$ cat src/sv/sd_card_spi_host_engine_defines.svh
// assertion macros for the sd card spi host engine
`ifndef SD_CARD_SPI_HOST_ENGINE_DEFINES_SVH
`define SD_CARD_SPI_HOST_ENGINE_DEFINES_SVH

// a condition that must hold at every edge outside reset
`define SDH_ASSERT_ALWAYS(label, cond, msg) \
  label: assert property (@(posedge clk) disable iff (!rst_n) (cond)) else $error(msg);

// an implication whose consequent is checked in the next cycle
`define SDH_ASSERT_NEXT(label, ante, cons, msg) \
  label: assert property (@(posedge clk) disable iff (!rst_n) (ante) |=> (cons)) else $error(msg);

`endif

$ cat src/sv/sdh_pkg.sv
// package for the sd card spi host engine: payload types, phases, codes
package sdh_pkg;

  localparam int SectorBytes       = 512;
  localparam int IdlePreambleBytes = 15;
  localparam logic [7:0] RetryLimitReset = 8'd200;

  typedef struct packed {
    logic [1:0]  func;
    logic [31:0] sector_addr;
    logic [7:0]  rx_byte;
    logic [7:0]  wr_byte;
  } sdh_in_t;

  typedef struct packed {
    logic [7:0] tx_byte;
    logic       cs_level;
    logic       exchange;
    logic       want_data;
    logic       rd_valid;
    logic [7:0] rd_byte;
    logic       done_res;
    logic [3:0] status;
    logic [2:0] card_type;
    logic       slow_clock;
    logic [7:0] last_response;
  } sdh_out_t;

  typedef enum logic [1:0] {
    FN_INIT = 2'd0, FN_READ = 2'd1, FN_WRITE = 2'd2, FN_XCHG = 2'd3
  } sdh_func_t;

  typedef enum logic [4:0] {
    P_IDLE, P_PRE, P_CMD0, P_CMD8, P_R7, P_V2_55, P_V2_41, P_CMD58, P_OCR,
    P_V1_55, P_V1_41, P_V1L_55, P_V1L_41, P_CMD1, P_CMD16, P_TAIL_INIT,
    P_CMD17, P_RTOK, P_RDATA, P_RCRC, P_CMD24, P_WREADY, P_WDATA, P_WCRC,
    P_WRESP, P_WBUSY, P_TAIL
  } sdh_phase_t;

  typedef enum logic [2:0] {
    S_NONE, S_DESEL, S_READY, S_BYTES, S_POLL
  } sdh_stage_t;

  localparam logic [3:0] ST_OK = 4'd0, ST_CMD0 = 4'd1, ST_V2_41 = 4'd2,
    ST_V1_41 = 4'd3, ST_CMD1 = 4'd4, ST_CMD16 = 4'd5, ST_WTOK = 4'd6,
    ST_RCMD = 4'd7, ST_WCMD = 4'd8;

  localparam logic [2:0] CK_UNKNOWN = 3'd0, CK_SDV1 = 3'd1, CK_SDV2 = 3'd2,
    CK_SDHC = 3'd3, CK_MMC = 3'd4;

  localparam logic [7:0] CMD0 = 8'h40, CMD1 = 8'h41, CMD8 = 8'h48, CMD16 = 8'h50,
    CMD17 = 8'h51, CMD24 = 8'h58, CMD55 = 8'h77, ACMD41 = 8'h69, CMD58 = 8'h7A;
  localparam logic [7:0] IDLE_BYTE = 8'hFF, START_TOKEN = 8'hFE;

  localparam logic [0:0] REG_RETRY_LIMIT = 1'b0;

endpackage

$ cat src/sv/sd_card_spi_host_engine.sv
// top level of the sd card spi host engine: byte-level command sequencer
//
//   channel | ports                           | payload
//   in      | in_valid / in_ready / in_data   | sdh_in_t
//   out     | out_valid / out_ready / out_data| sdh_out_t
//   cfg     | psel penable pwrite paddr ...   | retry_limit at 0x0
//
// one item per cycle while out_ready drains the result: the sequencer state and
// result register update in the cycle the item is accepted, one result per item.
// in_ready is high whenever the result register is empty or being drained.
// rst_n is synchronous; it returns to idle with retry_limit at 200.
module sd_card_spi_host_engine
  import sdh_pkg::*;
#(
  parameter int SECTOR_BYTES        = SectorBytes,
  parameter int IDLE_PREAMBLE_BYTES = IdlePreambleBytes
) (
  input  logic        clk,
  input  logic        rst_n,
  input  logic        in_valid,
  output logic        in_ready,
  input  sdh_in_t     in_data,
  output logic        out_valid,
  input  logic        out_ready,
  output sdh_out_t    out_data,
  input  logic        cfg_psel,
  input  logic        cfg_penable,
  input  logic        cfg_pwrite,
  input  logic [1:0]  cfg_paddr,
  input  logic [31:0] cfg_pwdata,
  output logic [31:0] cfg_prdata,
  output logic        cfg_pready
);
`include "sd_card_spi_host_engine_defines.svh"

  localparam int BW = $clog2(SECTOR_BYTES + 1);
  localparam logic [BW-1:0] SEC_N = BW'(SECTOR_BYTES);
  localparam logic [BW-1:0] PRE_N = BW'(IDLE_PREAMBLE_BYTES);

  logic [7:0]  retry_limit_r;
  sdh_phase_t  phase_r, phase_nxt;
  sdh_stage_t  stage_r, stage_nxt;
  logic [2:0]  idx_r, idx_nxt;
  logic [7:0]  retry_r, retry_nxt, poll_r, poll_nxt;
  logic [BW-1:0] cnt_r, cnt_nxt;
  logic [31:0] resp_r, resp_nxt, addr_r, addr_nxt;
  logic [2:0]  kind_r, kind_nxt;
  logic        blk_r, blk_nxt, init_r, init_nxt, cs_r, cs_nxt;
  logic [7:0]  buf_r [6];
  logic [7:0]  buf_nxt [6];
  logic        out_valid_r;
  sdh_out_t    out_r, res;

  logic [7:0] lim;
  logic       accept;

  assign cfg_pready = 1'b1;
  assign cfg_prdata = (cfg_paddr[1:1] == REG_RETRY_LIMIT) ? {24'd0, retry_limit_r} : 32'd0;
  assign in_ready   = !out_valid_r || out_ready;
  assign accept     = in_valid && in_ready;
  assign out_valid  = out_valid_r;
  assign out_data   = out_r;
  assign lim        = (retry_limit_r == 8'd0) ? 8'd1 : retry_limit_r;

  always_ff @(posedge clk) begin
    if (!rst_n) begin
      retry_limit_r <= RetryLimitReset;
    end else if (cfg_psel && cfg_penable && cfg_pwrite && cfg_paddr[1:1] == REG_RETRY_LIMIT) begin
      retry_limit_r <= cfg_pwdata[7:0];
    end
  end

  always_comb begin
    logic [7:0]  rx;
    logic [7:0]  rtr_inc;
    logic        bumped;
    logic        do_cmd;
    sdh_phase_t  c_ph;
    logic [7:0]  c_op;
    logic [31:0] c_arg;
    logic [7:0]  c_crc;
    logic        resp_ev;
    logic [31:0] sh;
    logic [BW-1:0] cinc;
    logic [7:0]  pinc;

    rx = in_data.rx_byte;
    phase_nxt = phase_r; stage_nxt = stage_r; idx_nxt = idx_r;
    retry_nxt = retry_r; poll_nxt = poll_r; cnt_nxt = cnt_r;
    resp_nxt = resp_r; addr_nxt = addr_r; kind_nxt = kind_r;
    blk_nxt = blk_r; init_nxt = init_r; cs_nxt = cs_r;
    buf_nxt = buf_r;
    res = '0;
    res.tx_byte = IDLE_BYTE;
    do_cmd = 1'b0; c_ph = P_IDLE; c_op = CMD0; c_arg = '0; c_crc = 8'h01;
    resp_ev = 1'b0;
    rtr_inc = retry_r + 8'd1;
    bumped = rtr_inc >= lim;
    sh = {resp_r[23:0], rx};
    cinc = cnt_r + BW'(1);
    pinc = poll_r + 8'd1;

    if (in_data.func != FN_XCHG) begin
      stage_nxt = S_NONE; retry_nxt = '0; poll_nxt = '0; cnt_nxt = '0; idx_nxt = '0;
      if (in_data.func == FN_INIT) begin
        init_nxt = 1'b1; kind_nxt = CK_UNKNOWN; blk_nxt = 1'b0;
        phase_nxt = P_PRE; cnt_nxt = BW'(1);
        res.exchange = 1'b1; cs_nxt = 1'b1;
      end else begin
        addr_nxt = blk_r ? in_data.sector_addr : {in_data.sector_addr[22:0], 9'd0};
        do_cmd = 1'b1; c_arg = addr_nxt;
        if (in_data.func == FN_READ) begin
          c_ph = P_CMD17; c_op = CMD17;
        end else begin
          c_ph = P_CMD24; c_op = CMD24; c_crc = 8'hFF;
        end
      end
    end else if (phase_r != P_IDLE) begin
      if (stage_r != S_NONE) begin
        res.exchange = 1'b1;
        case (stage_r)
          S_DESEL: begin
            stage_nxt = S_READY; cs_nxt = 1'b0;
          end
          S_READY: begin
            cs_nxt = 1'b0;
            if (rx == IDLE_BYTE) begin
              res.tx_byte = buf_r[0]; idx_nxt = 3'd1; stage_nxt = S_BYTES;
            end
          end
          S_BYTES: begin
            cs_nxt = 1'b0;
            if (idx_r < 3'd6) begin
              res.tx_byte = buf_r[idx_r]; idx_nxt = idx_r + 3'd1;
            end else begin
              stage_nxt = S_POLL; poll_nxt = '0;
            end
          end
          default: begin
            poll_nxt = pinc;
            if (rx == IDLE_BYTE && pinc < lim) begin
              cs_nxt = 1'b0;
            end else begin
              res.exchange = 1'b0; stage_nxt = S_NONE; resp_ev = 1'b1;
            end
          end
        endcase
      end else begin
        case (phase_r)
          P_PRE: begin
            if (cnt_r < PRE_N) begin
              cnt_nxt = cinc; res.exchange = 1'b1; cs_nxt = 1'b1;
            end else begin
              retry_nxt = '0; do_cmd = 1'b1; c_ph = P_CMD0; c_op = CMD0; c_crc = 8'h95;
            end
          end
          P_R7, P_OCR: begin
            resp_nxt = sh; cnt_nxt = cinc;
            if (cinc < BW'(4)) begin
              res.exchange = 1'b1; cs_nxt = 1'b0;
            end else if (phase_r == P_R7) begin
              do_cmd = 1'b1;
              if (sh[15:8] == 8'h01 && sh[7:0] == 8'hAA) begin
                retry_nxt = '0; c_ph = P_V2_55; c_op = CMD55;
              end else begin
                c_ph = P_CMD16; c_op = CMD16; c_arg = 32'h200;
              end
            end else begin
              if (sh[30]) begin
                kind_nxt = CK_SDHC; blk_nxt = 1'b1;
              end else begin
                kind_nxt = CK_SDV2;
              end
              do_cmd = 1'b1; c_ph = P_CMD16; c_op = CMD16; c_arg = 32'h200;
            end
          end
          P_RTOK: begin
            if (rx == START_TOKEN) begin
              phase_nxt = P_RDATA; cnt_nxt = '0;
            end
            res.exchange = 1'b1; cs_nxt = 1'b0;
          end
          P_RDATA: begin
            res.rd_valid = 1'b1; res.rd_byte = rx; cnt_nxt = cinc;
            if (cinc >= SEC_N) begin
              phase_nxt = P_RCRC; cnt_nxt = '0;
            end
            res.exchange = 1'b1; cs_nxt = 1'b0;
          end
          P_RCRC: begin
            cnt_nxt = cinc; res.exchange = 1'b1;
            if (cinc >= BW'(2)) begin
              phase_nxt = P_TAIL; cs_nxt = 1'b1;
            end else begin
              cs_nxt = 1'b0;
            end
          end
          P_WREADY: begin
            res.exchange = 1'b1; cs_nxt = 1'b0;
            if (rx == IDLE_BYTE) begin
              phase_nxt = P_WDATA; cnt_nxt = '0; res.tx_byte = START_TOKEN;
              res.want_data = 1'b1;
            end
          end
          P_WDATA: begin
            res.exchange = 1'b1; cs_nxt = 1'b0;
            if (cnt_r < SEC_N) begin
              res.tx_byte = in_data.wr_byte; cnt_nxt = cinc;
              res.want_data = cinc < SEC_N;
            end else begin
              phase_nxt = P_WCRC; cnt_nxt = '0;
            end
          end
          P_WCRC: begin
            cnt_nxt = cinc;
            if (cinc >= BW'(2)) phase_nxt = P_WRESP;
            res.exchange = 1'b1; cs_nxt = 1'b0;
          end
          P_WRESP: begin
            if (rx[4:0] != 5'h05) begin
              phase_nxt = P_IDLE; res.done_res = 1'b1; res.status = ST_WTOK;
            end else begin
              phase_nxt = P_WBUSY; res.exchange = 1'b1; cs_nxt = 1'b0;
            end
          end
          P_WBUSY: begin
            res.exchange = 1'b1;
            if (rx == IDLE_BYTE) begin
              phase_nxt = P_TAIL; cs_nxt = 1'b1;
            end else begin
              cs_nxt = 1'b0;
            end
          end
          P_TAIL_INIT: begin
            init_nxt = 1'b0; phase_nxt = P_IDLE; res.done_res = 1'b1;
          end
          P_TAIL: begin
            phase_nxt = P_IDLE; res.done_res = 1'b1;
          end
          default: ;
        endcase
      end
    end

    // response handling after the poll ends
    if (resp_ev) begin
      do_cmd = 1'b1;
      case (phase_r)
        P_CMD0: begin
          retry_nxt = rtr_inc;
          if (bumped) begin
            do_cmd = 1'b0; res.status = ST_CMD0;
          end else if (rx == 8'h01) begin
            c_ph = P_CMD8; c_op = CMD8; c_arg = 32'h1AA; c_crc = 8'h87;
          end else begin
            c_ph = P_CMD0; c_op = CMD0; c_crc = 8'h95;
          end
        end
        P_CMD8: begin
          if (rx == 8'h01) begin
            do_cmd = 1'b0; phase_nxt = P_R7; cnt_nxt = '0; resp_nxt = '0;
            res.exchange = 1'b1; cs_nxt = 1'b0;
          end else begin
            c_ph = P_V1_55; c_op = CMD55;
          end
        end
        P_V2_55: begin
          c_ph = P_V2_41; c_op = ACMD41; c_arg = 32'h4000_0000;
        end
        P_V2_41: begin
          retry_nxt = rtr_inc;
          if (bumped) begin
            do_cmd = 1'b0; res.status = ST_V2_41;
          end else if (rx == 8'h00) begin
            c_ph = P_CMD58; c_op = CMD58;
          end else begin
            c_ph = P_V2_55; c_op = CMD55;
          end
        end
        P_CMD58: begin
          if (rx == 8'h00) begin
            do_cmd = 1'b0; phase_nxt = P_OCR; cnt_nxt = '0; resp_nxt = '0;
            res.exchange = 1'b1; cs_nxt = 1'b0;
          end else begin
            c_ph = P_CMD16; c_op = CMD16; c_arg = 32'h200;
          end
        end
        P_V1_55: begin
          c_ph = P_V1_41; c_op = ACMD41;
        end
        P_V1_41: begin
          retry_nxt = '0;
          if (rx <= 8'h01) begin
            kind_nxt = CK_SDV1; c_ph = P_V1L_55; c_op = CMD55;
          end else begin
            kind_nxt = CK_MMC; c_ph = P_CMD1; c_op = CMD1;
          end
        end
        P_V1L_55: begin
          c_ph = P_V1L_41; c_op = ACMD41;
        end
        P_V1L_41, P_CMD1: begin
          retry_nxt = rtr_inc;
          if (bumped) begin
            do_cmd = 1'b0;
            res.status = (phase_r == P_CMD1) ? ST_CMD1 : ST_V1_41;
          end else if (rx == 8'h00) begin
            c_ph = P_CMD16; c_op = CMD16; c_arg = 32'h200;
          end else if (phase_r == P_CMD1) begin
            c_ph = P_CMD1; c_op = CMD1;
          end else begin
            c_ph = P_V1L_55; c_op = CMD55;
          end
        end
        P_CMD16: begin
          do_cmd = 1'b0;
          if (rx != 8'h00) begin
            kind_nxt = CK_UNKNOWN; res.status = ST_CMD16;
          end else begin
            phase_nxt = P_TAIL_INIT; res.exchange = 1'b1; cs_nxt = 1'b1;
          end
        end
        P_CMD17: begin
          retry_nxt = rtr_inc;
          if (bumped) begin
            do_cmd = 1'b0; res.status = ST_RCMD;
          end else if (rx == 8'h00) begin
            do_cmd = 1'b0; phase_nxt = P_RTOK; res.exchange = 1'b1; cs_nxt = 1'b0;
          end else begin
            c_ph = P_CMD17; c_op = CMD17; c_arg = addr_r;
          end
        end
        P_CMD24: begin
          retry_nxt = rtr_inc;
          if (bumped) begin
            do_cmd = 1'b0; res.status = ST_WCMD; res.last_response = rx;
          end else if (rx == 8'h00) begin
            do_cmd = 1'b0; phase_nxt = P_WREADY; res.exchange = 1'b1; cs_nxt = 1'b0;
          end else begin
            c_ph = P_CMD24; c_op = CMD24; c_arg = addr_r; c_crc = 8'hFF;
          end
        end
        default: begin
          do_cmd = 1'b0; res.status = ST_OK;
        end
      endcase
      if (!do_cmd && !res.exchange) begin
        phase_nxt = P_IDLE; res.done_res = 1'b1;
      end
    end

    if (do_cmd) begin
      phase_nxt = c_ph;
      buf_nxt[0] = c_op; buf_nxt[1] = c_arg[31:24]; buf_nxt[2] = c_arg[23:16];
      buf_nxt[3] = c_arg[15:8]; buf_nxt[4] = c_arg[7:0]; buf_nxt[5] = c_crc;
      stage_nxt = S_DESEL; idx_nxt = '0; poll_nxt = '0;
      res.exchange = 1'b1; res.tx_byte = IDLE_BYTE; cs_nxt = 1'b1;
    end

    res.cs_level   = cs_nxt;
    res.card_type  = kind_nxt;
    res.slow_clock = init_nxt;
  end

  always_ff @(posedge clk) begin
    if (!rst_n) begin
      phase_r <= P_IDLE; stage_r <= S_NONE; idx_r <= '0; retry_r <= '0;
      poll_r <= '0; cnt_r <= '0; resp_r <= '0; addr_r <= '0; kind_r <= CK_UNKNOWN;
      blk_r <= 1'b0; init_r <= 1'b0; cs_r <= 1'b1; out_valid_r <= 1'b0;
    end else begin
      if (accept) begin
        phase_r <= phase_nxt; stage_r <= stage_nxt; idx_r <= idx_nxt;
        retry_r <= retry_nxt; poll_r <= poll_nxt; cnt_r <= cnt_nxt;
        resp_r <= resp_nxt; addr_r <= addr_nxt; kind_r <= kind_nxt;
        blk_r <= blk_nxt; init_r <= init_nxt; cs_r <= cs_nxt;
        out_valid_r <= 1'b1;
      end else if (out_ready) begin
        out_valid_r <= 1'b0;
      end
    end
  end

  always_ff @(posedge clk) begin
    if (accept) begin
      out_r   <= res;
      buf_r   <= buf_nxt;
    end
  end

  `SDH_ASSERT_NEXT(a_one_result, accept, out_valid, "accepted item left no result")
  `SDH_ASSERT_ALWAYS(a_done_no_xchg, !(out_valid && out_r.done_res && out_r.exchange),
    "result both done and exchanging")
  `SDH_ASSERT_ALWAYS(a_idle_stage, !(phase_r == P_IDLE && stage_r != S_NONE),
    "command stage active while idle")
  `SDH_ASSERT_NEXT(a_hold, out_valid && !out_ready, $stable(out_r),
    "stalled result changed")

endmodule
$ cat config.mk
export PLATFORM = sky130hd
export DESIGN_NAME = sd_card_spi_host_engine
export DESIGN_NICKNAME = d
export VERILOG_FILES = /design/src/sv/sdh_pkg.sv /design/src/sv/sd_card_spi_host_engine.sv
export VERILOG_INCLUDE_DIRS = /design/src /design/src/sv
export SDC_FILE = /design/constraint.sdc
export NUM_CORES = 1
export LEC_CHECK = 0
export BUFFER_PORTS_ARGS = -buffer_cell sky130_fd_sc_hd__buf_2
export CAP_MARGIN = 20
export CORE_UTILIZATION = 52
export CTS_CLUSTER_DIAMETER = 120
export DETAILED_ROUTE_END_ITERATION = 8
export PLACE_DENSITY = 0.87
export REMOVE_ABC_BUFFERS = 1
export SYNTH_ARGS = -nofsm -noshare
export SYNTH_HDL_FRONTEND = slang
export SYNTH_SLANG_ARGS = --single-unit
$ cat constraint.sdc
create_clock -name clk -period 5.34 [get_ports clk]
set_clock_uncertainty 0.15 [all_clocks]
set_input_delay 0.267 -clock clk [delete_from_list [all_inputs] [get_ports clk]]
set_output_delay 0.267 -clock clk [all_outputs]
set_load 0.005 [all_outputs]
======== Yosys cells after proc, flatten, opt, wreduce, memory -nomap -nowiden ========
Cells that the tools add are included.
operators by class
  $add $sub $neg .......................... 4
  eq/ne operators ......................... 46
  muxes and demuxes ....................... 271
  reductions and logical operators ........ 48
  magnitude comparators ................... 11
  bitwise operators ....................... 5
operators with widths
  cell                    count
  $mux W32                23
  $mux W8                 48
  $mux W5                 43
  $pmux W32 S5            1
  $mux W10                12
  $pmux W8 S2             6
  $mux W3                 28
  $pmux W8 S9             1
  $mux W1                 69
  $pmux W32 S2            1
  $pmux W10 S6            1
  $eq A5 B5 Y1 const B    11
  $pmux W5 S11            1
  $pmux W5 S9             1
  $mux W4                 11
  $eq A5 B4 Y1 const B    8
  $pmux W4 S7             1
  $pmux W5 S5             1
  $bmux W8 S3             1
  $eq A8 B8 Y1 const B    3
  $mux W6                 4
  $eq A5 B3 Y1 const B    4
  $lt A10 B10 Y1 const B  2
  $pmux W10 S2            1
  other kinds (58)        103
storage, ports and cells
  output and inout bits ................... 72
  register bits after elaboration ......... 201
  logic and storage cells ................. 416

======== Depth between registers and ports, before layout ========
  depth in word-level cells ............... 18
  depth in mapped cells ................... 15
  depth with buffers taken out ............ 13

======== Least setup slack after synthesis ========
Ideal clock, no wire load.
  path kind ............................... reg2reg
  start ................................... register poll_r[2]
  end ..................................... register phase_r[3]
  data required time ...................... 5,071 ps
  arrival time ............................ 4,997 ps
  library setup time ...................... 119 ps
  stages on the path, launching flop included .. 14
  clock period less this slack ............ 5,266 ps
  path buffers ............................ 0
  slack ................................... 74 ps
  cell sequence ........................... dfxtp_1 -> and3_1 -> and3_1 -> nand3_1 -> xnor2_1 -> ha_1 -> nand4_1 -> a21oi_1 -> o41ai_4 -> a21oi_2 -> o21ai_4 -> a31oi_1 -> a31o_2 -> nor3_1
on the way
  word-level cells in the longest chain between the ends .. 17
ends and longest elaborated chain
  element                 line                                                                                            text
  from (decl)             sd_card_spi_host_engine.sv:44                                                                   logic [7:0] retry_r, retry_nxt, poll_r, poll_nxt;
  from (signal assigned)  sd_card_spi_host_engine.sv:373                                                                  retry_r <= retry_nxt; poll_r <= poll_nxt; cnt_r <= cnt_nxt;
  $add A8 B1 Y8 *         sd_card_spi_host_engine.sv:101                                                                  pinc = poll_r + 8'd1;
  $lt A8 B8 Y1 *          sd_card_spi_host_engine.sv:141                                                                  if (rx == IDLE_BYTE && pinc < lim) begin
  $logic_and A1 B1 Y1 *   sd_card_spi_host_engine.sv:141
  $mux W1                 sd_card_spi_host_engine.sv:141
  $mux W1                 sd_card_spi_host_engine.sv:121                                                                  case (stage_r)
  $mux W1                 sd_card_spi_host_engine.sv:119                                                                  if (stage_r != S_NONE) begin
  $mux W16                sd_card_spi_host_engine.sv:118                                                                  end else if (phase_r != P_IDLE) begin
  $mux W1                 sd_card_spi_host_engine.sv:103                                                                  if (in_data.func != FN_XCHG) begin
  $mux W1                 sd_card_spi_host_engine.sv:281, sd_card_spi_host_engine.sv:327, sd_card_spi_host_engine.sv:337
  $mux W1                 sd_card_spi_host_engine.sv:325                                                                  if (bumped) begin
  $pmux W1 S4             sd_card_spi_host_engine.sv:248                                                                  case (phase_r)
  $mux W1                 sd_card_spi_host_engine.sv:246                                                                  if (resp_ev) begin
  $logic_not A1 Y1        sd_card_spi_host_engine.sv:347                                                                  if (!do_cmd && !res.exchange) begin
  $logic_and A1 B1 Y1     sd_card_spi_host_engine.sv:347
  $mux W5                 sd_card_spi_host_engine.sv:347
  $mux W5                 sd_card_spi_host_engine.sv:246
  $mux W5 *               sd_card_spi_host_engine.sv:352                                                                  if (do_cmd) begin
  to (signal assigned)    sd_card_spi_host_engine.sv:372                                                                  phase_r <= phase_nxt; stage_r <= stage_nxt; idx_r <= idx_nxt;
  to (decl)               sd_card_spi_host_engine.sv:41                                                                   sdh_phase_t phase_r, phase_nxt;
Every way passes the cells marked *; elsewhere a longest branch is shown, timed or not. The select of a mux whose other input is x is not followed.
A chain may end at the register's enable or synchronous reset.

======== Worst setup path in the final report ========
  start ................................... register retry_r[0]
  end ..................................... register buf_r[43] (netlist bit), data pin
on the way
  word-level cells in the longest chain between the ends .. 5
ends and longest elaborated chain
  element                            line                            text
  from (decl)                        sd_card_spi_host_engine.sv:44
  from (signal assigned)             sd_card_spi_host_engine.sv:373
  $add A8 B1 Y8 *                    sd_card_spi_host_engine.sv:97   rtr_inc = retry_r + 8'd1;
  $ge A8 B8 Y1 *                     sd_card_spi_host_engine.sv:98   bumped = rtr_inc >= lim;
  $mux W8, on equally long branches  --
  $pmux W8 S9 *                      sd_card_spi_host_engine.sv:248
  $mux W8 *                          sd_card_spi_host_engine.sv:246
  to (signal assigned)               sd_card_spi_host_engine.sv:386  buf_r <= buf_nxt;
  to (decl)                          sd_card_spi_host_engine.sv:49   logic [7:0] buf_r [6];
Every way passes the cells marked *; elsewhere a longest branch is shown, timed or not.

==> impl_results.md <==
- Longest Clk Path Bufs: 2
- Drt drc: 0
- Via count: 10600
- Buffers & Inverters on Critical Path: 0
- Seq pwr share: 0.453
- Ant. Diodes: 0
- Final setup viols: 0
- Post-Syn Area: 0.0108 mm²
- VDD IR max: 0.200 mV
- WL final: about 35000 µm
- Synthesized area per cell: 8.69 µm²
- Synth Instances: 1238
- Top cell family by delay on the critical path: compound AO/OA/AOI/OAI gates
- Post-layout util: 0.609
- Synth cell types: 99
- Leak: 0.00448 µW
- Share of layout cells above drive strength 1: 0.164
- WS Path Type: reg2reg
- DR iter-0 viols: 1690
- Main synth FF type: dfxtp_1
- Final layout net count: 1453
- Worst Path Required: 5.40 ns
- Clock Root Buffer: clkbuf_16
- CP startpoint kind: flop
- Worst-path clk slew: around 0.09 ns
- RSZ-0062 raised after global routing: false
- Final WS setup: 1.18 ns
- GPL Wtd Cong: 0.985
- CP arrival: between 4 and 5 ns
- DIE AREA: 0.0213 mm²
- Die Wd: 146 µm
- Ys async rst share: 0
- Tot GR Track Use: 0.326
- Final critical-path share of the clock period: 0.779
- Clk Latency, worst-skew pair: about 0.46 ns
- First-pass GRT wire length: 54500 µm
- Commonest non-fill, non-tap cell in the layout: nand2_1
- Starting density of the core: 0.532
- Placement Setup Slack: 1.30 ns
- Placed wire-length estimate: 23700 µm
- Max-slew headroom: 0.295
- Vias per cell: 6.52
- Commonest non-fill, non-tap cells in the layout: 140 x nand2_1, 119 x nor2_1, 112 x buf_2, 94 x o21ai_0, 93 x dfxtp_1
- CTS tree: yes
- Comb pwr share: 0.136
- GRT overflow: 0
- Synthesis-to-layout area growth: 14.5%
- Fin crit period: around 4.2 ns
- Cell Chain, Critical Path: ha_1 > nand3_1 > nor2_1 > xor2_1 > ha_1 > a2111oi_0 > nor2b_1 > o21ai_1 > nand2_1 > nand2_1 > a21oi_1 > a41oi_1 > o32a_1
- Die H: 146 µm
- Seq cells post-synth: 173
- CP max-delay cell: a2111oi_0
- Int Power: 2250 µW
- IO buf count: between 100 and 150
- Sequential fraction of the synthesis area: 0.395
- Core area: 0.0202 mm²
- Areal power density over the cells: roughly 270 mW/mm²
- # IOs: 163
- Sw Ratio: 0.313
- Outcome: completed
- Final ANT Viol Nets: 0
- Min-delay worst type: in2reg
- Power share of the clock group: 0.411
- Worst slew pin tran: roughly 1.1 ns
- Synth warn: 0
- WL per Instance: 21.4 µm
- CP peak stage delay: 0.63 ns
- Vias in the first global route: 9978
- Switching power: 1030 µW
- CTS buffer count: 17
- 1st-pass router iterations: 8
- Initial antenna violation count: 0
- Worst Path Max Fanout: 12
- H-tree levels: 4
- Endpoint class of the critical path: flop
- Fmax: between 200 and 250 MHz
- Pins Over Slew Limit: 0
- Pin count of the biggest net entering global routing: 56
- # rows: 52
- Max-Cap Viols: 0
- Sink Count: 173
- Post-synth EDFFs: 79
- Final hold viol count: 0
tightest hold or removal path, delay by kind of cell:
| family | cells | cell delay [ns] |
|---|---|---|
| buffers and inverters | 2 | 0.17 |
| AOI/OAI and AO/OA | 1 | 0.09 |
worst paths after layout:
kind                      startpoint                endpoint  slack (ns)  cells past startpoint
min reg2reg   kind_r[1]$_SDFFE_PN0P_  kind_r[1]$_SDFFE_PN0P_        0.32                      2
max reg2reg  retry_r[0]$_SDFFE_PN0P_     buf_r[43]$_DFFE_PP_        1.18                     13
min                      in_data[19]     buf_r[11]$_DFFE_PP_        0.02                      3
max          retry_r[0]$_SDFFE_PN0P_     buf_r[43]$_DFFE_PP_        1.18                     13
power by group through the flow:
stage	Combinational (µW)	Clock [µW]	Sequential (µW)
detailed placement	413	0	1510
CTS	429	1350	1480
global placement	406	0	1510
floorplan	238	0	1510
finish	446	1350	1480
global route	479	1400	1490
kinds of logic after synthesis:
kind of cell / count (synthesis) / synth area share
xor gates and xnor gates: 16 / 0.0130
and+or+nand+nor: 474 / 0.222
buffers and inverters: 136 / 0.0597
DFF: 173 / 0.395
other: 2 / 0.000698
muxes: 35 / 0.0395
adders and majority gates: 26 / 0.0302
AOI/OAI and AO/OA: 376 / 0.240
cells in the mapped netlist (6+ instances only):
cell      number  share of area
o22ai_1       13         0.0076
nand2_1      140          0.049
a32oi_1        7         0.0057
buf_4         26          0.018
or3_1          8         0.0047
edfxtp_1      79           0.22
a32o_1        10         0.0093
dfxtp_1       94           0.17
o211ai_1       9         0.0063
nand3_1       44          0.020
inv_1         30          0.010
nor3_1        23          0.011
and2_1        25          0.015
buf_2         21         0.0098
a22o_1        16          0.013
o31ai_1        6         0.0042
mux4_2         6          0.013
a31oi_1       26          0.015
buf_1          6         0.0021
nand4_1       11         0.0064
nor3_2         6         0.0056
clkbuf_1      50          0.017
nor3b_1        7         0.0049
a22oi_1       14         0.0098
nor2b_1       13         0.0076
nor4_1        11         0.0064
and3_1        14         0.0081
o21ai_0       94          0.044
a211oi_1      30          0.021
nor2_1       120          0.042
xor2_1         6         0.0049
ha_1          26          0.030
xnor2_1       10         0.0081
mux2i_1       29          0.027
nand2b_1      19          0.011
a21oi_1       72          0.033
sequential cells by signal (all words and copies together), names as in the netlist, 5 cells and up:
name,cells
poll_r,8
out_data,37
buf_r,42
retry_r,8
addr_r,32
resp_r,10
phase_r,5
retry_limit_r,8
cnt_r,10
metrics by stage:
stage | std cells | power, µW | area [µm²] | hold WS (ns) | TNS [ns]
final | 1619 | 3280 | 12300 | 0.0168 | 0
after global routing | 1619 | 3370 | 12300 | 0.0192 | 0
after CTS | 1618 | 3260 | 12300 | 0.00941 | 0
after detailed placement | 1562 | 1920 | 11400 | 0.297 | 0
after global placement | 1562 | 1910 | 11400 | 0.288 | 0
after floorplan | 1157 | 1750 | 10300 | 0.206 | -1.57
routing by layer:
metal	up-vias	wire length, µm	global-route usage
met4	0	1590	0.155
li1	4761	-	-
met2	734	16100	0.520
met1	4929	13500	0.420
met3	136	3440	0.0718
met5	-	0	0
layout make-up:
cell class,count,area [µm²]
fill,1690,7910
timing repair buffer,160,993
sequential,173,4260
inverter,32,120
clock inverter,15,216
tap,270,338
clock buffer,17,425
multi-input combinational,952,5970
what timing repair did:
item / CTS / global route
resized for setup: 0 / 0
buffers inserted: 0 / 0
endpoints found under the hold margin: 25 / 0
hold buffers: 24 / 0
Note: power is estimated with default switching activity, not from simulation.
